File: config.mk
export PLATFORM = sky130hd
export DESIGN_NAME = block_ac_rms_envelope
export DESIGN_NICKNAME = d
export VERILOG_FILES = /design/src/rtl/acrms_pkg.sv /design/src/rtl/acrms_div.sv /design/src/rtl/acrms_sqrt.sv /design/src/rtl/acrms_dp.sv /design/src/rtl/acrms_ctrl.sv /design/src/rtl/block_ac_rms_envelope.sv
export SDC_FILE = /design/constraint.sdc
export NUM_CORES = 2
export LEC_CHECK = 0
export ABC_AREA = 1
export BUFFER_PORTS_ARGS = -buffer_cell sky130_fd_sc_hd__buf_2
export CAP_MARGIN = 20
export CORE_ASPECT_RATIO = 0.6
export CORE_UTILIZATION = 40
export DETAILED_ROUTE_END_ITERATION = 6
export SYNTH_ARGS = -nofsm -noshare
export SYNTH_HDL_FRONTEND = slang
export SYNTH_HIERARCHICAL = 1
export SYNTH_SLANG_ARGS = --single-unit
File: constraint.sdc
create_clock -name i_clk -period 8.7 [get_ports i_clk]
set_input_delay 0.87 -clock i_clk [delete_from_list [all_inputs] [get_ports i_clk]]
set_output_delay 0.87 -clock i_clk [all_outputs]
set_load 0.05 [all_outputs]
File: src/rtl/acrms_pkg.sv
`timescale 1ns / 1ps
// ----------------------------------------------------------------------------
// acrms_pkg
// Shared constants, widths and controller/datapath interface types for the
// AC RMS envelope block.
// ----------------------------------------------------------------------------
package acrms_pkg;

    localparam int MAX_BLOCK = 256;
    localparam int WINDOW    = 5;
    localparam int FRAC_BITS = 4;

    localparam int SMP_W     = 16;
    localparam int RMS_W     = 20;
    localparam int FILL_OUT_W = 3;
    localparam int OUT_TDATA_W = 48;

    localparam int CNT_W   = $clog2(MAX_BLOCK + 1);
    localparam int SUM_W   = SMP_W + $clog2(MAX_BLOCK);
    localparam int SQS_W   = 2 * SMP_W - 1 + $clog2(MAX_BLOCK);
    localparam int ABS2_W  = 2 * SUM_W;
    localparam int PROD_W  = CNT_W + SQS_W;
    localparam int DVD_W   = PROD_W + 2 * FRAC_BITS;
    localparam int DVS_W   = 2 * CNT_W;
    localparam int RAD_W   = 2 * RMS_W;
    localparam int POS_W   = (WINDOW > 1) ? $clog2(WINDOW) : 1;
    localparam int FILL_W  = $clog2(WINDOW + 1);
    localparam int TOT_W   = RMS_W - 1 + $clog2(WINDOW + 1);

    typedef enum logic {
        DIV_VAR,
        DIV_AVG
    } t_div_src;

    typedef struct packed {
        logic     load;
        logic     accum;
        logic     mul_init;
        logic     mul_step;
        logic     div_start;
        t_div_src div_sel;
        logic     sqrt_start;
        logic     ring_upd;
        logic     out_load;
    } t_cmd;

    typedef struct packed {
        logic close;
        logic mul_done;
        logic div_busy;
        logic sqrt_busy;
        logic out_free;
    } t_status;

endpackage

File: src/rtl/acrms_div.sv
`timescale 1ns / 1ps
// ----------------------------------------------------------------------------
// acrms_div
// Restoring divider, one quotient bit per cycle.
// ----------------------------------------------------------------------------
module acrms_div
    import acrms_pkg::*;
(
    input  logic             i_clk,
    input  logic             i_rst_n,
    input  logic             i_start,
    input  logic [DVD_W-1:0] i_dividend,
    input  logic [DVS_W-1:0] i_divisor,
    output logic             o_busy,
    output logic [DVD_W-1:0] o_quotient
);

    localparam int DCNT_W = $clog2(DVD_W + 1);

    logic [DCNT_W-1:0] r_cnt;
    logic [DVS_W-1:0]  r_rem;
    logic [DVD_W-1:0]  r_quo;
    logic [DVS_W-1:0]  r_dvs;
    logic [DVS_W:0]    n_shift;
    logic [DVS_W:0]    n_diff;
    logic              n_ge;

    always_comb begin
        n_shift = {r_rem, r_quo[DVD_W-1]};
        n_diff  = n_shift - {1'b0, r_dvs};
        n_ge    = (n_shift >= {1'b0, r_dvs});
    end

    always_ff @(posedge i_clk) begin
        if (!i_rst_n) begin
            r_cnt <= '0;
        end else if (i_start) begin
            r_cnt <= DCNT_W'(DVD_W);
        end else if (o_busy) begin
            r_cnt <= r_cnt - DCNT_W'(1);
        end
    end

    always_ff @(posedge i_clk) begin
        if (i_start) begin
            r_rem <= '0;
            r_quo <= i_dividend;
            r_dvs <= i_divisor;
        end else if (o_busy) begin
            r_rem <= n_ge ? n_diff[DVS_W-1:0] : n_shift[DVS_W-1:0];
            r_quo <= {r_quo[DVD_W-2:0], n_ge};
        end
    end

    assign o_busy     = (r_cnt != '0);
    assign o_quotient = r_quo;

endmodule

File: src/rtl/acrms_sqrt.sv
`timescale 1ns / 1ps
// ----------------------------------------------------------------------------
// acrms_sqrt
// Digit-by-digit integer square root, one root bit per cycle.
// ----------------------------------------------------------------------------
module acrms_sqrt
    import acrms_pkg::*;
(
    input  logic             i_clk,
    input  logic             i_rst_n,
    input  logic             i_start,
    input  logic [RAD_W-1:0] i_radicand,
    output logic             o_busy,
    output logic [RMS_W-1:0] o_root
);

    localparam int SCNT_W = $clog2(RMS_W + 1);

    logic [SCNT_W-1:0] r_cnt;
    logic [RAD_W-1:0]  r_x;
    logic [RMS_W-1:0]  r_root;
    logic [RMS_W:0]    r_rem;
    logic [RMS_W+2:0]  n_trem;
    logic [RMS_W+2:0]  n_trial;
    logic [RMS_W+2:0]  n_diff;
    logic              n_ge;

    always_comb begin
        n_trem  = {r_rem, r_x[RAD_W-1 -: 2]};
        n_trial = {1'b0, r_root, 2'b01};
        n_diff  = n_trem - n_trial;
        n_ge    = (n_trem >= n_trial);
    end

    always_ff @(posedge i_clk) begin
        if (!i_rst_n) begin
            r_cnt <= '0;
        end else if (i_start) begin
            r_cnt <= SCNT_W'(RMS_W);
        end else if (o_busy) begin
            r_cnt <= r_cnt - SCNT_W'(1);
        end
    end

    always_ff @(posedge i_clk) begin
        if (i_start) begin
            r_x    <= i_radicand;
            r_root <= '0;
            r_rem  <= '0;
        end else if (o_busy) begin
            r_x    <= {r_x[RAD_W-3:0], 2'b00};
            r_root <= {r_root[RMS_W-2:0], n_ge};
            r_rem  <= n_ge ? n_diff[RMS_W:0] : n_trem[RMS_W:0];
        end
    end

    assign o_busy = (r_cnt != '0);
    assign o_root = r_root;

endmodule

File: src/rtl/acrms_dp.sv
`timescale 1ns / 1ps
// ----------------------------------------------------------------------------
// acrms_dp
// Datapath: block accumulators, shift-add product, shared divider, square
// root, smoothing ring and output register.
// ----------------------------------------------------------------------------
module acrms_dp
    import acrms_pkg::*;
(
    input  logic                    i_clk,
    input  logic                    i_rst_n,
    input  t_cmd                    i_cmd,
    output t_status                 o_status,
    input  logic signed [SMP_W-1:0] i_sample,
    input  logic                    i_last,
    input  logic                    i_restart,
    input  logic                    i_m_tready,
    output logic                    o_valid,
    output logic [RMS_W-1:0]        o_rms,
    output logic [RMS_W-1:0]        o_smooth,
    output logic [FILL_OUT_W-1:0]   o_fill
);

    logic signed [SMP_W-1:0]   r_smp;
    logic                      r_last;
    logic                      r_restart;
    logic signed [SUM_W-1:0]   r_sum;
    logic [SQS_W-1:0]          r_sumsq;
    logic [CNT_W-1:0]          r_count;
    logic [PROD_W-1:0]         r_mcand;
    logic [CNT_W-1:0]          r_mplier;
    logic [PROD_W-1:0]         r_prod;
    logic [ABS2_W-1:0]         r_absq;
    logic [DVS_W-1:0]          r_nn;
    logic [RMS_W-1:0]          r_ring [WINDOW];
    logic [POS_W-1:0]          r_pos;
    logic [FILL_W-1:0]         r_fill;
    logic [TOT_W-1:0]          r_total;
    logic [RMS_W-1:0]          r_rms;
    logic                      r_out_valid;
    logic [RMS_W-1:0]          r_out_rms;
    logic [RMS_W-1:0]          r_out_smooth;
    logic [FILL_OUT_W-1:0]     r_out_fill;

    logic signed [2*SMP_W-1:0] n_sq;
    logic [CNT_W-1:0]          n_count_inc;
    logic signed [SUM_W-1:0]   n_sum_neg;
    logic [SUM_W-1:0]          n_abs;
    logic                      n_full;
    logic [RMS_W-1:0]          n_old;
    logic [DVD_W-1:0]          n_dividend;
    logic [DVS_W-1:0]          n_divisor;
    logic                      n_div_busy;
    logic [DVD_W-1:0]          n_quo;
    logic                      n_sqrt_busy;
    logic [RMS_W-1:0]          n_root;

    always_comb begin
        n_sq        = r_smp * r_smp;
        n_count_inc = r_count + CNT_W'(1);
        n_sum_neg   = -r_sum;
        n_abs       = r_sum[SUM_W-1] ? unsigned'(n_sum_neg) : unsigned'(r_sum);
        n_full      = (r_fill >= FILL_W'(WINDOW));
        n_old       = n_full ? r_ring[r_pos] : '0;
        if (i_cmd.div_sel == DIV_VAR) begin
            n_dividend = DVD_W'(r_prod - PROD_W'(r_absq)) << (2 * FRAC_BITS);
            n_divisor  = r_nn;
        end else begin
            n_dividend = DVD_W'(r_total);
            n_divisor  = DVS_W'(r_fill);
        end
    end

    acrms_div u_div (
        .i_clk      (i_clk),
        .i_rst_n    (i_rst_n),
        .i_start    (i_cmd.div_start),
        .i_dividend (n_dividend),
        .i_divisor  (n_divisor),
        .o_busy     (n_div_busy),
        .o_quotient (n_quo)
    );

    acrms_sqrt u_sqrt (
        .i_clk      (i_clk),
        .i_rst_n    (i_rst_n),
        .i_start    (i_cmd.sqrt_start),
        .i_radicand (n_quo[RAD_W-1:0]),
        .o_busy     (n_sqrt_busy),
        .o_root     (n_root)
    );

    always_ff @(posedge i_clk) begin
        if (!i_rst_n) begin
            r_sum       <= '0;
            r_sumsq     <= '0;
            r_count     <= '0;
            r_pos       <= '0;
            r_fill      <= '0;
            r_total     <= '0;
            r_out_valid <= 1'b0;
        end else begin
            if (i_cmd.accum) begin
                r_sum   <= r_sum + SUM_W'(r_smp);
                r_sumsq <= r_sumsq + SQS_W'(unsigned'(n_sq));
                r_count <= n_count_inc;
                if (r_restart) begin
                    r_pos   <= '0;
                    r_fill  <= '0;
                    r_total <= '0;
                end
            end
            if (i_cmd.mul_init) begin
                r_sum   <= '0;
                r_sumsq <= '0;
                r_count <= '0;
            end
            if (i_cmd.ring_upd) begin
                r_total <= r_total - TOT_W'(n_old) + TOT_W'(n_root);
                r_fill  <= n_full ? r_fill : r_fill + FILL_W'(1);
                r_pos   <= (r_pos == POS_W'(WINDOW - 1)) ? '0 : r_pos + POS_W'(1);
            end
            if (i_cmd.out_load) begin
                r_out_valid <= 1'b1;
            end else if (i_m_tready) begin
                r_out_valid <= 1'b0;
            end
        end
    end

    always_ff @(posedge i_clk) begin
        if (i_cmd.load) begin
            r_smp     <= i_sample;
            r_last    <= i_last;
            r_restart <= i_restart;
        end
        if (i_cmd.mul_init) begin
            r_absq   <= ABS2_W'(n_abs) * ABS2_W'(n_abs);
            r_nn     <= DVS_W'(r_count) * DVS_W'(r_count);
            r_mcand  <= PROD_W'(r_sumsq);
            r_mplier <= r_count;
            r_prod   <= '0;
        end else if (i_cmd.mul_step) begin
            if (r_mplier[0]) begin
                r_prod <= r_prod + r_mcand;
            end
            r_mcand  <= {r_mcand[PROD_W-2:0], 1'b0};
            r_mplier <= r_mplier >> 1;
        end
        if (i_cmd.ring_upd) begin
            r_ring[r_pos] <= n_root;
            r_rms         <= n_root;
        end
        if (i_cmd.out_load) begin
            r_out_rms    <= r_rms;
            r_out_smooth <= n_quo[RMS_W-1:0];
            r_out_fill   <= FILL_OUT_W'(r_fill);
        end
    end

    always_comb begin
        o_status.close     = r_last || (n_count_inc == CNT_W'(MAX_BLOCK));
        o_status.mul_done  = (r_mplier == '0);
        o_status.div_busy  = n_div_busy;
        o_status.sqrt_busy = n_sqrt_busy;
        o_status.out_free  = !r_out_valid || i_m_tready;
    end

    assign o_valid  = r_out_valid;
    assign o_rms    = r_out_rms;
    assign o_smooth = r_out_smooth;
    assign o_fill   = r_out_fill;

`ifndef SYNTHESIS
    a_fill_bound: assert property (@(posedge i_clk) disable iff (!i_rst_n)
        r_fill <= FILL_W'(WINDOW))
        else $error("ring fill above window");

    a_ring_upd: assert property (@(posedge i_clk) disable iff (!i_rst_n)
        i_cmd.ring_upd |=> (r_fill != '0) && (r_total >= TOT_W'(r_rms)))
        else $error("ring total or fill inconsistent after update");

    a_out_load: assert property (@(posedge i_clk) disable iff (!i_rst_n)
        i_cmd.out_load |-> (!r_out_valid || i_m_tready))
        else $error("output register overwritten while held");
`endif

endmodule

File: src/rtl/acrms_ctrl.sv
`timescale 1ns / 1ps
// ----------------------------------------------------------------------------
// acrms_ctrl
// Sequencer: accept, accumulate, and at block end run product, divide,
// square root, ring update, average divide and output load.
// ----------------------------------------------------------------------------
module acrms_ctrl
    import acrms_pkg::*;
(
    input  logic    i_clk,
    input  logic    i_rst_n,
    input  logic    i_s_tvalid,
    output logic    o_s_tready,
    input  t_status i_status,
    output t_cmd    o_cmd
);

    typedef enum logic [3:0] {
        S_IDLE,
        S_ACC,
        S_MUL_INIT,
        S_MUL,
        S_DIV_VAR,
        S_SQRT,
        S_RING,
        S_AVG_START,
        S_DIV_AVG,
        S_OUT
    } t_state;

    t_state r_state;
    t_state n_state;

    always_comb begin
        n_state = r_state;
        o_cmd   = '0;
        o_cmd.div_sel = DIV_VAR;
        case (r_state)
            S_IDLE: begin
                if (i_s_tvalid) begin
                    o_cmd.load = 1'b1;
                    n_state    = S_ACC;
                end
            end
            S_ACC: begin
                o_cmd.accum = 1'b1;
                n_state     = i_status.close ? S_MUL_INIT : S_IDLE;
            end
            S_MUL_INIT: begin
                o_cmd.mul_init = 1'b1;
                n_state        = S_MUL;
            end
            S_MUL: begin
                if (i_status.mul_done) begin
                    o_cmd.div_start = 1'b1;
                    n_state         = S_DIV_VAR;
                end else begin
                    o_cmd.mul_step = 1'b1;
                end
            end
            S_DIV_VAR: begin
                if (!i_status.div_busy) begin
                    o_cmd.sqrt_start = 1'b1;
                    n_state          = S_SQRT;
                end
            end
            S_SQRT: begin
                if (!i_status.sqrt_busy) begin
                    n_state = S_RING;
                end
            end
            S_RING: begin
                o_cmd.ring_upd = 1'b1;
                n_state        = S_AVG_START;
            end
            S_AVG_START: begin
                o_cmd.div_sel   = DIV_AVG;
                o_cmd.div_start = 1'b1;
                n_state         = S_DIV_AVG;
            end
            S_DIV_AVG: begin
                o_cmd.div_sel = DIV_AVG;
                if (!i_status.div_busy) begin
                    n_state = S_OUT;
                end
            end
            S_OUT: begin
                o_cmd.div_sel = DIV_AVG;
                if (i_status.out_free) begin
                    o_cmd.out_load = 1'b1;
                    n_state        = S_IDLE;
                end
            end
            default: begin
                n_state = S_IDLE;
            end
        endcase
    end

    always_ff @(posedge i_clk) begin
        if (!i_rst_n) begin
            r_state <= S_IDLE;
        end else begin
            r_state <= n_state;
        end
    end

    assign o_s_tready = (r_state == S_IDLE);

endmodule

File: src/rtl/block_ac_rms_envelope.sv
`timescale 1ns / 1ps
// ----------------------------------------------------------------------------
// block_ac_rms_envelope
// AC RMS per sample block with a moving-average envelope over recent blocks.
//
// channel   dir  tdata (low bit up)                       tlast          tuser
// s_*       in   sample[15:0]                             last_of_block  restart_envelope
// m_*       out  rms_ac[19:0] smoothed[39:20] fill[42:40]  -              -
//
// A sample that does not close a block is accepted and then accumulated.
// A closing sample also runs up to 9 shift-add product steps, the 20-step
// root and two passes through the 56-step shared restoring divider.
// Reset is synchronous, active low; no clearing pass is needed.
// A finished result waits in the output register while further samples are
// accepted; only the next block end waits for it to be taken.
// ----------------------------------------------------------------------------
module block_ac_rms_envelope
    import acrms_pkg::*;
(
    input  logic                   i_clk,
    input  logic                   i_rst_n,
    input  logic                   i_s_tvalid,
    output logic                   o_s_tready,
    input  logic [SMP_W-1:0]       i_s_tdata,   // [15:0] sample
    input  logic                   i_s_tlast,
    input  logic                   i_s_tuser,   // [0] restart_envelope
    output logic                   o_m_tvalid,
    input  logic                   i_m_tready,
    output logic [OUT_TDATA_W-1:0] o_m_tdata    // [19:0] rms_ac, [39:20] smoothed,
                                                // [42:40] window_fill
);

    t_cmd                  w_cmd;
    t_status               w_status;
    logic [RMS_W-1:0]      w_rms;
    logic [RMS_W-1:0]      w_smooth;
    logic [FILL_OUT_W-1:0] w_fill;

    acrms_ctrl u_ctrl (
        .i_clk      (i_clk),
        .i_rst_n    (i_rst_n),
        .i_s_tvalid (i_s_tvalid),
        .o_s_tready (o_s_tready),
        .i_status   (w_status),
        .o_cmd      (w_cmd)
    );

    acrms_dp u_dp (
        .i_clk      (i_clk),
        .i_rst_n    (i_rst_n),
        .i_cmd      (w_cmd),
        .o_status   (w_status),
        .i_sample   (signed'(i_s_tdata)),
        .i_last     (i_s_tlast),
        .i_restart  (i_s_tuser),
        .i_m_tready (i_m_tready),
        .o_valid    (o_m_tvalid),
        .o_rms      (w_rms),
        .o_smooth   (w_smooth),
        .o_fill     (w_fill)
    );

    assign o_m_tdata = {(OUT_TDATA_W - 2 * RMS_W - FILL_OUT_W)'(0), w_fill, w_smooth, w_rms};

endmodule
==> impl_metrics.csv <==
group,metric,value,unit
run_status,status,"completed",
hold_path,min_path_type,"input port to flop",
cts,clock-sinks,642,
yosys,yosys.cell_types.count,61,
yosys,synth_top_family_by_area,"adder cells",
critical_path,rrSetupSlack,0.42,ns
critical_path,cpMostUsedCell,"fa_1",
floorplan,core,170000,um2
yosys,synthCells,9049,
cts,clk_latency,0.71,ns
critical_path,cpLargestDelayFamily,"adder cells",
timing,timing.final.crit_period,8.28,ns
timing,final_hold_viol_count,0,
critical_path,critPathMaxFanout,19,
detailed_routing,drc,0,
grt,antenna_found_initial,6,
cts,cts_setup_buffers,0,
yosys,synth_compound_area_share,8.91,%
critical_path,crit_buf_inv,7,
grt,grt_pass1_vias,55974,
place,port_buffers,66,
cts,clk_pin_slew,0.07,ns
grt,grt-ovfl-total,0,
yosys,async_reset_ff_share,0,%
timing,period_share,95.2,%
critical_path,worst-endpoint-arrival,8.66,ns
yosys,netlist_top_cells_area,"fa_1 (21%), edfxtp_1 (18%), nand2_1 (11%), inv_1 (11%), ha_1 (9.2%)",
hold_path,hp-start,"i_s_tuser",
yosys,synth_fa_ha_area_share,30.1,%
yosys,synth_top_flop_cell,"edfxtp_1",
layout,nets,10340,
yosys,yosysSeqAreaShare,24.6,%
yosys,ys_seq_elements,642,
yosys,synthSimpleGateAreaFrac,21.4,%
yosys,synth_edf_count,407,
floorplan,io_pins,72,
hold_path,min_to,"u_dp/r_restart",
cts,cts_tree,"yes",
floorplan,die_y,323,um
job,drv_cap,0,
place,hpwl,180000,um
grt,grt_max_degree,96,
timing,slew_violations,0,
detailed_routing,drtIter0Drc,6834,
yosys,yosysWarnings,6,
yosys,syn_area,68900,um2
timing,tightest_slew,1.08,ns
timing,fmaxAchievable,0.121,GHz
yosys,synth_xor_area_share,2.34,%
timing,skew,0.0645,ns
timing,setup-violations-final,0,
detailed_routing,wl_per_cell,19.2,um
yosys,synth_largest_area_cell,"fa_1",
timing,timing.slew.headroom,27.3,%
critical_path,crit_type,"flop to flop",
yosys,syn_area_per_cell,7.61,um2
floorplan,die_area,174000,um2
detailed_routing,firstDrtPassIters,6,
critical_path,r2r-end,"u_dp/r_absq[25]",
layout,nFillCells,17213,
timing,tns,0,ns
place,gp_congestion,0.999,
detailed_routing,detail_route.vias_per_cell,5.15,
critical_path,cp_slowest_cell,"fa_1",
layout,syn2layout_area_growth,8.23,%
layout,seqCellArea,16900,um2
cts,clk_path_buf_depth,3,
critical_path,critPathMaxStageDelay,0.57,ns
floorplan,dieWidth,538,um
timing,rsz0062_at_grt,"true",
cts,root_buffer,"clkbuf_16",
floorplan,initial_core_util,40.5,%
grt,grt_use_total,25.3,%
critical_path,worst_ep_required_time,9.08,ns
layout,drive_gt1_share,4.91,%
detailed_routing,vias,58806,
yosys,synth_mux_area_share,0,%
hold_path,holdPathStages,1,
critical_path,cp-start-kind,"flop",
floorplan,row_count,117,
detailed_routing,routed_wl,219000,um
grt,grt_pass1_wl,336000,um
layout,multi_input_area,43400,um2
cts,cts_inserted_buffers,70,
yosys,synth_top_area_share,20.9,%
critical_path,rr_worst_depth,29,
critical_path,worstReg2RegStart,"u_dp/r_sum[1]",
cts,htreeDepth,3,
detailed_routing,antenna_left,0,
critical_path,end_kind,"flop",
final cells by class:
cell class	instances	area share [%]
multi-input combinational	6147	58.3
sequential	642	22.7
inverter	2060	10.4
tap	2261	3.79
clock buffer	87	2.51
timing repair buffer	171	1.52
clock inverter	43	0.837
antenna	1	0.00336
cell usage in the layout (no fill, tap or decap), types with 24 or more instances in the layout:
master / instances
nand2_1: 2024
inv_1: 2018
nor2_1: 906
fa_1: 719
ha_1: 507
a21oi_1: 494
o21ai_0: 446
edfxtp_1: 407
nand3_1: 347
dfxtp_1: 235
xor2_1: 124
buf_4: 104
nand4_1: 78
clkbuf_16: 71
buf_2: 66
xnor2_1: 54
nor3_1: 48
o21bai_1: 45
a21o_1: 41
a31oi_1: 35
inv_2: 33
nor2_2: 24
nand3b_1: 24
Yosys cell counts, types with 45 or more instances:
master and number:
fa_1 719, o21ai_0 446, xnor2_1 55, nor2_1 915, dfxtp_1 235, inv_1 2023, nand2_1 2026, nor3_1 52
a21oi_1 495, xor2_1 125, nand4_1 78, edfxtp_1 407, o21bai_1 45, ha_1 507, nand3_1 348, clkbuf_1 150
layer usage:
metal	track usage (%)	share of wire (%)	vias up
li1	-	-	27981
met1	42.6	52	28152
met2	31.5	35	2477
met3	6.16	11	194
met4	3.77	1.4	2
met5	0	0.0059	-
stage by stage:
| step | hold WS, ns | cell area, um2 | std cells | utilization (%) | worst slack (ns) |
|---|---|---|---|---|---|
| 6_report | 0.340 | 74600 | 11412 | 43.8 | 0.420 |
| 3_3_place_gp | 0.403 | 72000 | 11280 | 42.3 | 0.339 |
| 2_1_floorplan | 0.400 | 69000 | 9068 | - | 1.30 |
| 4_1_cts | 0.281 | 74500 | 11410 | 43.8 | 0.368 |
| 3_5_place_dp | 0.405 | 72000 | 11280 | 42.3 | 0.358 |
| 5_1_grt | 0.297 | 74600 | 11411 | 43.8 | -0.0105 |
worst max path at each step:
stage / from / endpoint / slack (ns) / depth (start not counted)
2_1_floorplan: u_dp/r_sum[0] / u_dp/r_absq[34] / 1.30 / 34
3_3_place_gp: u_dp/r_sum[1] / u_dp/r_absq[25] / 0.34 / 30
3_5_place_dp: u_dp/r_sum[1] / u_dp/r_absq[29] / 0.36 / 30
4_1_cts: u_dp/r_sum[1] / u_dp/r_absq[25] / 0.37 / 30
5_1_grt: u_dp/r_sum[1] / u_dp/r_absq[25] / -0.01 / 30
6_report: u_dp/r_sum[1] / u_dp/r_absq[25] / 0.42 / 29
sequential cells by signal, summed over array words and instances, names as in the netlist, 21 cells and up, named ones only:
signal	flops
u_dp/r_ring	100
u_dp/u_div/o_quotient	56
u_dp/r_total	22
u_dp/r_absq	47
u_dp/r_sumsq	39
u_dp/r_prod	48
u_dp/r_mcand	48
u_dp/r_sum	24
u_dp/u_sqrt/r_x	40
u_dp/u_sqrt/r_rem	21
repair_timing:
| action | CTS | global route |
|---|---|---|
| endpoints found under the setup margin | 0 | 4 |
| hold buffers | 0 | 0 |
| resized for setup | 0 | 6 |
kinds of logic (layout without fill, tap and decap cells):
family / after synthesis / after routing
fa+ha+maj: 1226 / 1226
simple gates: 3579 / 3579
buf+inv: 2279 / 2361
flops: 642 / 642
other cells: 3 / 23
xor+xnor: 182 / 182
compound gates: 1138 / 1138
Power is left out: the tool's default activity adds up to more than one toggle a clock period on the data nets, which glitch-free logic cannot reach.
